--- src/rtl/ees_pkg.sv ---
package ees_pkg;

    localparam int POS_W       = 32;
    localparam int EDGE_W      = 16;
    localparam int SCALE_W     = 24;
    localparam int MUL_W       = EDGE_W + SCALE_W;
    localparam int FRAC_SHIFT  = 8;
    localparam int SAMP_W      = MUL_W - FRAC_SHIFT + 1;
    localparam int DIV_STEPS   = 4;

    localparam logic [SCALE_W-1:0] SCALE_RESET = 24'd65536;
    localparam logic [EDGE_W-1:0]  EDGE_MAX    = 16'hFFFF;

    typedef enum logic [1:0] {
        REQ_EDGE  = 2'd0,
        REQ_TICK  = 2'd1,
        REQ_CLEAR = 2'd2
    } req_t;

    typedef logic [1:0] cnt_addr_t;

    localparam cnt_addr_t CNT_1A = 2'd0;
    localparam cnt_addr_t CNT_1B = 2'd1;
    localparam cnt_addr_t CNT_2A = 2'd2;
    localparam cnt_addr_t CNT_2B = 2'd3;

    typedef logic signed [SAMP_W-1:0] sample_t;

    // Q.16 product truncated to Q.8, signed by the direction level
    function automatic sample_t make_sample(logic [MUL_W-1:0] prod, logic dir_high);
        sample_t mag;
        mag = sample_t'({1'b0, prod[MUL_W-1:FRAC_SHIFT]});
        return dir_high ? mag : -mag;
    endfunction

endpackage

--- src/rtl/ees_div.sv ---
module ees_div #(
    parameter int NUM_W = 37,
    parameter int DEN_W = 4
) (
    input  logic                            clk,
    input  logic                            rst_n,
    input  logic                            start,
    input  logic signed [NUM_W-1:0]         num,
    input  logic        [DEN_W-1:0]         den,
    output logic                            busy,
    output logic signed [ees_pkg::SAMP_W-1:0] quo
);

    localparam int STEPS  = ees_pkg::DIV_STEPS;
    localparam int OUT_W  = ees_pkg::SAMP_W;
    localparam int CYC    = (NUM_W + STEPS - 1) / STEPS;
    localparam int ITER_W = CYC * STEPS;
    localparam int CNT_W  = $clog2(CYC + 1);

    logic [ITER_W-1:0] mag_reg;
    logic [ITER_W-1:0] mag_next;
    logic [DEN_W-1:0]  rem_reg;
    logic [DEN_W-1:0]  rem_next;
    logic [DEN_W-1:0]  den_reg;
    logic              neg_reg;
    logic [CNT_W-1:0]  cnt_reg;
    logic [NUM_W-1:0]  num_abs;
    logic [DEN_W:0]    trial;
    logic [OUT_W-1:0]  q_mag;

    assign num_abs = num[NUM_W-1] ? (NUM_W'(0) - NUM_W'(num)) : NUM_W'(num);
    assign busy    = cnt_reg != '0;

    // restoring division, STEPS quotient bits per cycle while busy
    always_comb
    begin
        rem_next = rem_reg;
        mag_next = mag_reg;
        trial    = '0;
        for (int i = 0; i < STEPS; i++)
        begin
            trial    = {rem_next, mag_next[ITER_W-1]};
            mag_next = {mag_next[ITER_W-2:0], 1'b0};
            if (trial >= {1'b0, den_reg})
            begin
                trial       = trial - {1'b0, den_reg};
                mag_next[0] = 1'b1;
            end
            rem_next = trial[DEN_W-1:0];
        end
    end

    always_ff @(posedge clk or negedge rst_n)
    begin
        if (!rst_n)
        begin
            cnt_reg <= '0;
        end
        else if (start)
        begin
            cnt_reg <= CNT_W'(CYC);
        end
        else if (busy)
        begin
            cnt_reg <= cnt_reg - CNT_W'(1);
        end
    end

    always_ff @(posedge clk)
    begin
        if (start)
        begin
            mag_reg <= ITER_W'(num_abs);
            rem_reg <= '0;
            den_reg <= den;
            neg_reg <= num[NUM_W-1];
        end
        else if (busy)
        begin
            mag_reg <= mag_next;
            rem_reg <= rem_next;
        end
    end

    assign q_mag = mag_reg[OUT_W-1:0];
    assign quo   = neg_reg ? -signed'(q_mag) : signed'(q_mag);

endmodule

--- src/rtl/encoder_edge_speed_averager_unit.sv ---
// encoder edge counter and windowed speed averager for two motors
//
// input channel (in_valid / in_stall): one beat per request, req_type
// selects an encoder edge, a period tick or a clear of all counts.
// output channel (out_valid / out_stall): one beat per tick carrying both
// window averages (signed Q.8) and both wrapping positions.
// config channel (cfg_valid / cfg_ready): write of the Q8.16 rpm scale,
// always ready; write it only while the block is quiet.
//
// an edge beat stalls the input while the count memory is written in the
// edge state; a clear beat does not stall. a tick reads the four channel
// counts from the count memory one per cycle, then runs two iterative
// dividers at 4 quotient bits per cycle; once both are done and the output
// register is free, the result is registered and the next beat is
// taken the cycle after. a stalled result is held in the output register
// while new edges and clears are still taken; a following tick waits in
// its last step until the held result leaves.
// reset clears counts, sums, fill level and the scale (to 1.0); window
// memory contents are not cleared and are only read once written.
module encoder_edge_speed_averager_unit #(
    parameter int WINDOW = 10
) (
    input  logic                                clk,
    input  logic                                rst_n,
    input  logic                                in_valid,
    output logic                                in_stall,
    input  logic [1:0]                          req_type,
    input  logic                                motor_sel,
    input  logic                                channel_sel,
    input  logic                                dir_level_1,
    input  logic                                dir_level_2,
    output logic                                out_valid,
    input  logic                                out_stall,
    output logic signed [ees_pkg::SAMP_W-1:0]   speed_avg_1,
    output logic signed [ees_pkg::SAMP_W-1:0]   speed_avg_2,
    output logic signed [ees_pkg::POS_W-1:0]    position_1,
    output logic signed [ees_pkg::POS_W-1:0]    position_2,
    input  logic                                cfg_valid,
    output logic                                cfg_ready,
    input  logic [ees_pkg::SCALE_W-1:0]         cfg_data
);

    localparam int SAMP_W = ees_pkg::SAMP_W;
    localparam int POS_W  = ees_pkg::POS_W;
    localparam int SUM_W  = SAMP_W + $clog2(WINDOW);
    localparam int FILL_W = $clog2(WINDOW + 1);
    localparam int SLOT_W = (WINDOW > 1) ? $clog2(WINDOW) : 1;

    typedef enum logic [6:0] {
        ST_IDLE = 7'b0000001,
        ST_EDGE = 7'b0000010,
        ST_POS1 = 7'b0000100,
        ST_POS2 = 7'b0001000,
        ST_POS3 = 7'b0010000,
        ST_POS4 = 7'b0100000,
        ST_WAIT = 7'b1000000
    } state_t;

    state_t state_reg;
    state_t state_next;

    logic                              in_acc;
    logic [ees_pkg::SCALE_W-1:0]       scale_reg;
    logic [ees_pkg::EDGE_W-1:0]        edges_reg [2];
    logic [ees_pkg::MUL_W-1:0]         mul_reg;
    logic [ees_pkg::EDGE_W-1:0]        mul_a;

    logic [POS_W-1:0]                  cnt_mem [4];
    logic [3:0]                        cnt_vld_reg;
    logic [POS_W-1:0]                  cnt_q_reg;
    logic                              cnt_qv_reg;
    logic [POS_W-1:0]                  cnt_val;
    ees_pkg::cnt_addr_t                cnt_raddr;
    ees_pkg::cnt_addr_t                cnt_waddr_reg;
    logic                              cnt_we;
    logic [POS_W-1:0]                  cnt_wdata;
    logic                              edge_dir_reg;
    logic                              dir1_reg;
    logic                              dir2_reg;

    logic [2*SAMP_W-1:0]               win_mem [WINDOW];
    logic [2*SAMP_W-1:0]               win_q_reg;
    logic                              win_full;
    logic [SLOT_W:0]                   slot_sum;
    logic [SLOT_W:0]                   slot_wrap;
    logic [SLOT_W-1:0]                 slot;
    logic [FILL_W-1:0]                 fill_reg;
    logic [SLOT_W-1:0]                 oldest_reg;

    ees_pkg::sample_t                  samp1_reg;
    ees_pkg::sample_t                  samp2_reg;
    ees_pkg::sample_t                  old1;
    ees_pkg::sample_t                  old2;
    logic signed [SUM_W-1:0]           old1_ext;
    logic signed [SUM_W-1:0]           old2_ext;
    logic signed [SUM_W-1:0]           part1_reg;
    logic signed [SUM_W-1:0]           part2_reg;
    logic signed [SUM_W-1:0]           sum1_reg;
    logic signed [SUM_W-1:0]           sum2_reg;

    logic [POS_W-1:0]                  posa_reg;
    logic [POS_W-1:0]                  pos1_reg;
    logic [POS_W-1:0]                  pos2_reg;

    logic                              div_start;
    logic                              div1_busy;
    logic                              div2_busy;
    ees_pkg::sample_t                  div1_quo;
    ees_pkg::sample_t                  div2_quo;

    logic                              out_valid_reg;
    logic                              out_load;
    ees_pkg::sample_t                  avg1_reg;
    ees_pkg::sample_t                  avg2_reg;
    logic [POS_W-1:0]                  opos1_reg;
    logic [POS_W-1:0]                  opos2_reg;

    assign in_stall  = state_reg != ST_IDLE;
    assign in_acc    = in_valid && !in_stall;
    assign cfg_ready = 1'b1;

    always_ff @(posedge clk or negedge rst_n)
    begin
        if (!rst_n)
        begin
            scale_reg <= ees_pkg::SCALE_RESET;
        end
        else if (cfg_valid && cfg_ready)
        begin
            scale_reg <= cfg_data;
        end
    end

    // state machine
    always_comb
    begin
        state_next = state_reg;
        unique case (state_reg)
            ST_IDLE:
            begin
                if (in_acc)
                begin
                    priority if (ees_pkg::req_t'(req_type) == ees_pkg::REQ_EDGE)
                        state_next = ST_EDGE;
                    else if (ees_pkg::req_t'(req_type) == ees_pkg::REQ_TICK)
                        state_next = ST_POS1;
                    else
                        state_next = ST_IDLE;
                end
            end
            ST_EDGE: state_next = ST_IDLE;
            ST_POS1: state_next = ST_POS2;
            ST_POS2: state_next = ST_POS3;
            ST_POS3: state_next = ST_POS4;
            ST_POS4: state_next = ST_WAIT;
            ST_WAIT:
            begin
                if (out_load)
                    state_next = ST_IDLE;
            end
            default: state_next = ST_IDLE;
        endcase
    end

    always_ff @(posedge clk or negedge rst_n)
    begin
        if (!rst_n)
            state_reg <= ST_IDLE;
        else
            state_reg <= state_next;
    end

    // count memory, read data registered in the cycle after the address
    always_comb
    begin
        unique case (state_reg)
            ST_IDLE:
                cnt_raddr = (ees_pkg::req_t'(req_type) == ees_pkg::REQ_EDGE)
                          ? ees_pkg::cnt_addr_t'({motor_sel, channel_sel})
                          : ees_pkg::CNT_1A;
            ST_POS1: cnt_raddr = ees_pkg::CNT_1B;
            ST_POS2: cnt_raddr = ees_pkg::CNT_2A;
            ST_POS3: cnt_raddr = ees_pkg::CNT_2B;
            default: cnt_raddr = ees_pkg::CNT_1A;
        endcase
    end

    assign cnt_val   = cnt_qv_reg ? cnt_q_reg : '0;
    assign cnt_we    = state_reg == ST_EDGE;
    assign cnt_wdata = edge_dir_reg ? (cnt_val - POS_W'(1)) : (cnt_val + POS_W'(1));

    always_ff @(posedge clk)
    begin
        if (cnt_we)
            cnt_mem[cnt_waddr_reg] <= cnt_wdata;
        cnt_q_reg  <= cnt_mem[cnt_raddr];
        cnt_qv_reg <= cnt_vld_reg[cnt_raddr];
    end

    always_ff @(posedge clk or negedge rst_n)
    begin
        if (!rst_n)
        begin
            cnt_vld_reg  <= '0;
            edges_reg[0] <= '0;
            edges_reg[1] <= '0;
        end
        else
        begin
            if (cnt_we)
                cnt_vld_reg[cnt_waddr_reg] <= 1'b1;
            if (state_reg == ST_POS3)
            begin
                edges_reg[0] <= '0;
                edges_reg[1] <= '0;
            end
            if (in_acc)
            begin
                unique case (ees_pkg::req_t'(req_type))
                    ees_pkg::REQ_EDGE:
                    begin
                        if (edges_reg[motor_sel] != ees_pkg::EDGE_MAX)
                            edges_reg[motor_sel] <= edges_reg[motor_sel]
                                                  + ees_pkg::EDGE_W'(1);
                    end
                    ees_pkg::REQ_CLEAR:
                    begin
                        cnt_vld_reg  <= '0;
                        edges_reg[0] <= '0;
                        edges_reg[1] <= '0;
                    end
                    default:
                    begin
                    end
                endcase
            end
        end
    end

    always_ff @(posedge clk)
    begin
        if (in_acc)
        begin
            cnt_waddr_reg <= ees_pkg::cnt_addr_t'({motor_sel, channel_sel});
            edge_dir_reg  <= motor_sel ? dir_level_2 : dir_level_1;
            dir1_reg      <= dir_level_1;
            dir2_reg      <= dir_level_2;
        end
    end

    // speed samples through one shared multiplier
    assign mul_a = (state_reg == ST_POS1) ? edges_reg[1] : edges_reg[0];

    always_ff @(posedge clk)
    begin
        mul_reg <= mul_a * scale_reg;
    end

    // window memory, oldest entry read every cycle
    assign win_full  = fill_reg == FILL_W'(WINDOW);
    assign slot_sum  = (SLOT_W + 1)'(oldest_reg) + (SLOT_W + 1)'(fill_reg);
    assign slot_wrap = (slot_sum >= (SLOT_W + 1)'(WINDOW))
                     ? slot_sum - (SLOT_W + 1)'(WINDOW) : slot_sum;
    assign slot      = win_full ? oldest_reg : slot_wrap[SLOT_W-1:0];

    always_ff @(posedge clk)
    begin
        if (state_reg == ST_POS3)
            win_mem[slot] <= {samp2_reg, samp1_reg};
        win_q_reg <= win_mem[oldest_reg];
    end

    assign old1     = ees_pkg::sample_t'(win_q_reg[SAMP_W-1:0]);
    assign old2     = ees_pkg::sample_t'(win_q_reg[2*SAMP_W-1:SAMP_W]);
    assign old1_ext = win_full ? SUM_W'(old1) : '0;
    assign old2_ext = win_full ? SUM_W'(old2) : '0;

    always_ff @(posedge clk)
    begin
        unique case (state_reg)
            ST_POS1:
            begin
                posa_reg  <= cnt_val;
                samp1_reg <= ees_pkg::make_sample(mul_reg, dir1_reg);
                part1_reg <= sum1_reg - old1_ext;
                part2_reg <= sum2_reg - old2_ext;
            end
            ST_POS2:
            begin
                pos1_reg  <= posa_reg + cnt_val;
                samp2_reg <= ees_pkg::make_sample(mul_reg, dir2_reg);
            end
            ST_POS3:
            begin
                posa_reg <= cnt_val;
            end
            ST_POS4:
            begin
                pos2_reg <= posa_reg + cnt_val;
            end
            default:
            begin
            end
        endcase
    end

    always_ff @(posedge clk or negedge rst_n)
    begin
        if (!rst_n)
        begin
            sum1_reg   <= '0;
            sum2_reg   <= '0;
            fill_reg   <= '0;
            oldest_reg <= '0;
        end
        else if (state_reg == ST_POS3)
        begin
            sum1_reg <= part1_reg + SUM_W'(samp1_reg);
            sum2_reg <= part2_reg + SUM_W'(samp2_reg);
            if (win_full)
                oldest_reg <= (slot == SLOT_W'(WINDOW - 1)) ? '0 : slot + SLOT_W'(1);
            else
                fill_reg <= fill_reg + FILL_W'(1);
        end
    end

    // averages
    assign div_start = state_reg == ST_POS4;

    ees_div #(
        .NUM_W (SUM_W),
        .DEN_W (FILL_W)
    ) u_div1 (
        .clk   (clk),
        .rst_n (rst_n),
        .start (div_start),
        .num   (sum1_reg),
        .den   (fill_reg),
        .busy  (div1_busy),
        .quo   (div1_quo)
    );

    ees_div #(
        .NUM_W (SUM_W),
        .DEN_W (FILL_W)
    ) u_div2 (
        .clk   (clk),
        .rst_n (rst_n),
        .start (div_start),
        .num   (sum2_reg),
        .den   (fill_reg),
        .busy  (div2_busy),
        .quo   (div2_quo)
    );

    // output register
    assign out_load = (state_reg == ST_WAIT) && !div1_busy && !div2_busy
                   && (!out_valid_reg || !out_stall);

    always_ff @(posedge clk or negedge rst_n)
    begin
        if (!rst_n)
            out_valid_reg <= 1'b0;
        else if (out_load)
            out_valid_reg <= 1'b1;
        else if (!out_stall)
            out_valid_reg <= 1'b0;
    end

    always_ff @(posedge clk)
    begin
        if (out_load)
        begin
            avg1_reg  <= div1_quo;
            avg2_reg  <= div2_quo;
            opos1_reg <= pos1_reg;
            opos2_reg <= pos2_reg;
        end
    end

    assign out_valid   = out_valid_reg;
    assign speed_avg_1 = avg1_reg;
    assign speed_avg_2 = avg2_reg;
    assign position_1  = signed'(opos1_reg);
    assign position_2  = signed'(opos2_reg);

    a_fill_range: assert property (@(posedge clk) disable iff (!rst_n)
        fill_reg <= FILL_W'(WINDOW))
        else $error("window fill level beyond window length");

    a_oldest_until_full: assert property (@(posedge clk) disable iff (!rst_n)
        !win_full |-> (oldest_reg == '0))
        else $error("oldest slot moved before the window filled");

    a_div_free_at_start: assert property (@(posedge clk) disable iff (!rst_n)
        div_start |-> (!div1_busy && !div2_busy))
        else $error("divider started while busy");

    a_div_runs: assert property (@(posedge clk) disable iff (!rst_n)
        div_start |=> (div1_busy && div2_busy && state_reg == ST_WAIT))
        else $error("dividers did not start on a tick");

    a_edge_written: assert property (@(posedge clk) disable iff (!rst_n)
        (state_reg == ST_EDGE) |=> cnt_vld_reg[$past(cnt_waddr_reg)])
        else $error("edge count not marked written");

endmodule
--- config.mk ---
export PLATFORM = sky130hd
export DESIGN_NAME = encoder_edge_speed_averager_unit
export DESIGN_NICKNAME = d
export VERILOG_FILES = /design/src/rtl/ees_pkg.sv /design/src/rtl/ees_div.sv /design/src/rtl/encoder_edge_speed_averager_unit.sv
export SDC_FILE = /design/constraint.sdc
export NUM_CORES = 2
export LEC_CHECK = 0
export BUFFER_PORTS_ARGS = -buffer_cell sky130_fd_sc_hd__buf_2
export CAP_MARGIN = 5
export CORE_MARGIN = 5
export CORE_UTILIZATION = 50
export CTS_CLUSTER_SIZE = 20
export DETAILED_ROUTE_END_ITERATION = 16
export GPL_TIMING_DRIVEN = 1
export PLACE_DENSITY = 0.64
export REMOVE_ABC_BUFFERS = 1
export SYNTH_ARGS = -nofsm -noshare
export SYNTH_HDL_FRONTEND = slang
export SYNTH_SLANG_ARGS = --single-unit
--- constraint.sdc ---
create_clock -name clk -period 15.5 [get_ports clk]
set_input_delay 3.1 -clock clk [delete_from_list [all_inputs] [get_ports clk]]
set_output_delay 3.1 -clock clk [all_outputs]
set_load 0.01 [all_outputs]
# --- Word level (Yosys, flattened, before mapping) ---
# Memory sizes are Yosys's and may differ from the RTL's. A register that Yosys moved wholly into a read port is not among the register bits.
# Cells that the tools add are included.
totals:
  register_bits: 664
  mem_bits_rw: 788
  in_bits: 35
  out_inout_bits: 133
  n_memories: 2
op_classes:
  addsub: 27
  multipliers: 1
  n_lt_le_gt_ge: 14
  eq_ne: 16
  muxes: 69
  bitwise: 3
  reduce_logical: 21
mem_list:
  columns: ["memory", "words", "width", "read_ports", "rd_ports_with_merged_regs", "write_ports", "line", "source"]
  rows:
  - ["win_mem", 10, 66, 1, 1, 1, "encoder_edge_speed_averager_unit.sv:81", "logic [2*SAMP_W-1:0] win_mem [WINDOW];"]
  - ["cnt_mem", 4, 32, 1, 1, 1, "encoder_edge_speed_averager_unit.sv:68", "logic [POS_W-1:0] cnt_mem [4];"]
ops:
  columns: ["operator", "n"]
  rows:
  - ["$mux W37", 8]
  - ["$mux W32", 7]
  - ["$mux W16", 5]
  - ["$add A37 B33 Y37", 2]
  - ["$sub A1 B37 Y37 const A", 2]
  - ["$sub A37 B37 Y37", 2]
  - ["$mux W4", 18]
  - ["$mux W33", 2]
  - ["$neg A33 Y33", 2]
  - ["$pmux W32 S2", 1]
  - ["$pmux W7 S6", 1]
  - ["$ge A5 B4 Y1", 8]
  - ["$mul A16 B24 Y40", 1]
  - ["$neg A32 Y33", 1]
  - ["$add A32 B1 Y32 const B", 1]
  - ["$add A32 B32 Y32", 1]
  - ["$bwmux W32", 1]
  - ["$sub A32 B1 Y32 const B", 1]
  - ["$sub A4 B4 Y4", 8]
  - ["$mux W1", 17]
  - ["$add A16 B1 Y16 const B", 1]
  - ["$demux W16 S1", 1]
  - ["$ne A16 B16 Y1 const B", 1]
  - ["$mux W7", 2]
  - ["other kinds (38)", 57]

# --- Depth between registers and ports, before layout ---
depth:
  depth_word: 10
  mapped_depth: 32
  depth_no_buf: 32

# --- Hierarchy ---
# A second synthesis with hierarchy kept.
unflattened:
  cells_unflattened: 6567
  hier_area_um2: 82261.4
by_module_without_submodules:
  columns: ["module", "n_inst", "cells_per_inst", "area_per_inst_um2", "seq_area_each_um2"]
  rows:
  - ["encoder_edge_speed_averager_unit", 1, 5609, 73550.5, 41182.0]
  - ["ees_div (u_div2)", 1, 488, 4393.0, 1501.4]
  - ["ees_div (u_div1)", 1, 470, 4317.9, 1501.4]

# --- Worst setup path before layout ---
# No wires, ideal clock.
synth_timing:
  path_type: "register to register"
  start: "register state_reg[5]"
  end: "register mul_reg[39] in the netlist's numbering"
  setup_ns: 0.121
  t_arrival_ns: 7.524
  required_time_ns: 15.379
  setup_slack_ns: 7.855
  path_stages_with_launch: 30
  path_buffers: 3
  period_less_slack_ns: 7.645
  path_cell_list: "dfrtp_1 > or4b_1 > or2_2 > clkbuf_1 > clkbuf_1 > mux2_2 > clkbuf_1 > nand2_1 > fa_1 > inv_1 > fa_1 > inv_1 > fa_1 > inv_1 > fa_1 > fa_1 > inv_1 > fa_1 > inv_1 > ha_1 > nand2_1 > o21ai_0 > o41a_1 > or2_2 > o211ai_1 > o21a_1 > o211ai_1 > a31oi_1 > o21bai_1 > xnor2_1"
synth_via:
  elab_chain_len: 3
synth_lines:
  columns: ["item", "line", "source"]
  rows:
  - ["from (decl)", "encoder_edge_speed_averager_unit.sv:59", "state_t state_reg;"]
  - ["from (signal assigned)", "encoder_edge_speed_averager_unit.sv:170", "state_reg <= state_next;"]
  - ["$eq A7 B3 Y1", "encoder_edge_speed_averager_unit.sv:252", "assign mul_a = (state_reg == ST_POS1) ? edges_reg[1] : edges_reg[0];"]
  - ["$mux W16", "encoder_edge_speed_averager_unit.sv:252", null]
  - ["$mul A16 B24 Y40", "encoder_edge_speed_averager_unit.sv:256", "mul_reg <= mul_a * scale_reg;"]
  - ["to (signal assigned)", "encoder_edge_speed_averager_unit.sv:256", null]
  - ["to (decl)", "encoder_edge_speed_averager_unit.sv:65", "logic [ees_pkg::MUL_W-1:0] mul_reg;"]
# Every way passes these cells.
# A chain may end at the register's enable or synchronous reset.

# --- Worst setup path after layout ---
layout_timing:
  start: "register state_reg[5]"
  end: "register mul_reg[36] in the netlist's numbering"
# The elaborated chain is that of the path after synthesis.

==> flow_summary.ini <==
[status]
status = completed

[place]
hpwl_mm = 127.7
gp_congestion = 0.9099
io_buffers = 166

[timing]
finalCritPeriodShare = 0.5412
setup_viol = 0
tightest_slew_ps = 1187
fmax_mhz = 119.2
fin_setup_tns_ps = 0
slew_viol_final = 0
clock-skew-final_ps = 46.68
maxSlewHeadroom = 0.2058
fin_crit_ps = 8388
final-hold-violation-count = 0
rsz0062_at_grt = no

[logic_synthesis]
ys_warn_count = 0
synth_most_common_cell = edfxtp_1
synth_ff_type = edfxtp_1
synthArstFlopShare = 0.1025
synth_area_um2 = 81680
synth_edf_count = 1239
ys_ff_latch = 1542
ys_seq_area_frac = 0.5395
synth_area_leaders = edfxtp_1 (46%), fa_1 (7.8%), ha_1 (5.6%)
synth_area_leader_cell = edfxtp_1
netlist_instances = 6554
avgSynthCellArea_um2 = 12.46
synth_common_cells = edfxtp_1 (1,239), nand2_1 (727), inv_1 (466)
synth_cell_types = 84
synth_top_area_frac = 0.4555

[routing]
drc = 0
avgViaCountPerCell = 5.655
drtIter0Drc = 4258
drt_wl_total_mm = 189.8
via_count = 50990
drt_first_pass_iters = 6
ant_nets = 0
wire_per_inst_um = 21.05

[cells_and_area]
drive_gt1_frac = 0.1064
largest_reg_flops = 660
syn_to_final_growth_pct = 10.74
num_antenna_cells = 0
fill_cells = 13550
fin_util = 0.5563
nets = 7420

[clock_tree]
post_cts_buffers = 0
cts_hold_buf = 0
cts_max_path_buffers = 3
clk-insertion-delay-late_ps = 800
cts_resized = 0
cts.sinks = 1542
cts-buffers-inserted = 162
htreeDepth = 4
cts_tree = yes
root_buffer = clkbuf_16
clk_pin_slew_ps = 60

[power]
leakage_nw = 34.91
vdd_ir_drop_max_mv = 0.1126
power.internal_mw = 9.133
p_comb_frac = 0.314
swShare = 0.3295
pwr-share-seq = 0.397
powerDensity_nw_per_um2 = 150.6
clock_power_share = 0.289
switchingPower_mw = 4.489

[grt]
grt.total_usage = 0.2180
antenna_found_initial = 3
grt-ovfl-total = 0
grt_pass1_vias = 51520
grt_max_degree = 128
grt_pass1_wl_mm = 296.4

[setup_path]
worstPathMaxFanout = 24
arrival_ps = 9030
cp-start-kind = flop
cp.required_ps = 16150
critPathCaptureType = flop
worstSetupPathType = flop to flop

[floorplanning]
num_rows = 148
die_y_um = 414.2
die_x_um = 414.2
ios = 168
die-area_um2 = 171500
coreArea_um2 = 162600
initial_core_util = 0.5024

[hold_path]
hp-class = flop to flop

[flow_run]
drv_cap = 0
-- area by class of cell --
| cell class | instances | area [µm²] | share of cell area |
|---|---|---|---|
| Clock buffer | 220 | 4514 | 0.04991 |
| Tap cell | 2175 | 2721 | 0.03009 |
| Timing Repair Buffer | 232 | 1360 | 0.01504 |
| Inverter | 466 | 1758 | 0.01944 |
| Clock inverter | 83 | 944.7 | 0.01044 |
| Sequential cell | 1542 | 44080 | 0.4873 |
| Multi-Input combinational cell | 4298 | 35070 | 0.3877 |
-- per-stage QoR --
step / cell area [µm²] / worst slack [ps] / hold WS, ps / cells / power, mW
floorplan: 80740 / 2662 / 400.3 / 6306 / 8.576
global placement: 84990 / 7290 / 400.7 / 8713 / 9.645
detailed placement: 84990 / 7165 / 404.5 / 8713 / 9.733
CTS: 90450 / 7157 / 379.4 / 9016 / 13.69
global route: 90450 / 6665 / 387.2 / 9016 / 14.40
finish: 90450 / 7112 / 393.2 / 9016 / 13.62
-- path summary, 6_finish.rpt --
path	from	endpoint	slack, ps	depth (start not counted)
worst max-delay path	state_reg[5]$_DFFE_PN0P_	mul_reg[36]$_DFF_P_	7110	26
worst min-delay path	pos1_reg[5]$_DFFE_PP_	position_1[5]$_DFFE_PP_	390	0
worst max register to register	state_reg[5]$_DFFE_PN0P_	mul_reg[36]$_DFF_P_	7110	26
worst min register to register	pos1_reg[5]$_DFFE_PP_	position_1[5]$_DFFE_PP_	390	0
max in group asynchronous	rst_n	sum1_reg[5]$_DFFE_PN0P_	11950	2
min in group asynchronous	rst_n	sum2_reg[16]$_DFFE_PN0P_	2260	1
-- power groups by stage --
stage	clock [mW]	sequential, mW	combinational, mW
floorplan	0	5.37	3.20
global placement	0	5.48	4.16
detailed placement	0	5.49	4.24
CTS	4.01	5.41	4.27
global route	4.19	5.45	4.76
finish	3.93	5.41	4.28
-- per-layer routing --
| metal | share of wire | GRT usage | vias to the layer above |
|---|---|---|---|
| li1 | - | - | 23860 |
| met1 | 0.45 | 0.3088 | 25630 |
| met2 | 0.47 | 0.3579 | 1257 |
| met3 | 0.055 | 0.03681 | 241 |
| met4 | 0.018 | 0.04601 | 2 |
| met5 | 0.000069 | 0 | - |
-- cell usage in the layout (no fill, tap or decap), drive strengths merged, types with 24 or more instances in the layout --
cell type / n
a211oi: 134
a21o: 97
a21oi: 313
a31oi: 56
and2: 241
and3: 30
buf: 231
clkbuf: 221
clkinv: 56
dfrtp: 156
dfxtp: 145
edfxtp: 1239
fa: 320
ha: 363
inv: 473
mux2: 49
mux2i: 83
mux4: 132
nand2: 727
nand2b: 58
nand3: 70
nor2: 249
nor2b: 96
nor3: 78
nor4: 24
o21a: 53
o21ai: 320
o21bai: 28
o31ai: 71
o41ai: 30
or3: 29
or4: 28
xnor2: 225
xor2: 192
-- cells by family (layout without fill, tap and decap cells) --
family,after synthesis,after routing,synth area share
AO/OA/AOI/OAI,1226,1226,0.09500
XOR/XNOR,417,417,0.04471
adder cells (fa/ha/maj),683,683,0.1340
buffers and inverters,714,1001,0.03289
flip-flops,1542,1542,0.5395
multiplexers,264,264,0.05332
other,1,1,0.00004591
AND/OR/NAND/NOR,1707,1707,0.1005
-- critical path, stage by stage (launching register included) --
cell and delay (ps):
dfrtp_1 410, or4b_1 550, or2_2 510, inv_1 200, nand2_1 70, nand2_1 840, nand2_1 180, fa_1 530
inv_1 60, fa_1 560, fa_1 440, fa_1 470, fa_1 500, inv_1 50, fa_1 470, inv_1 40
ha_1 350, a21o_1 150, a221oi_1 100, a2111o_1 450, a21boi_0 260, o211ai_1 180, o21a_1 240, o21ai_0 300
o21a_1 180, nor2_1 60, xnor2_1 120
No activity file was read; power rests on OpenSTA's default activity.
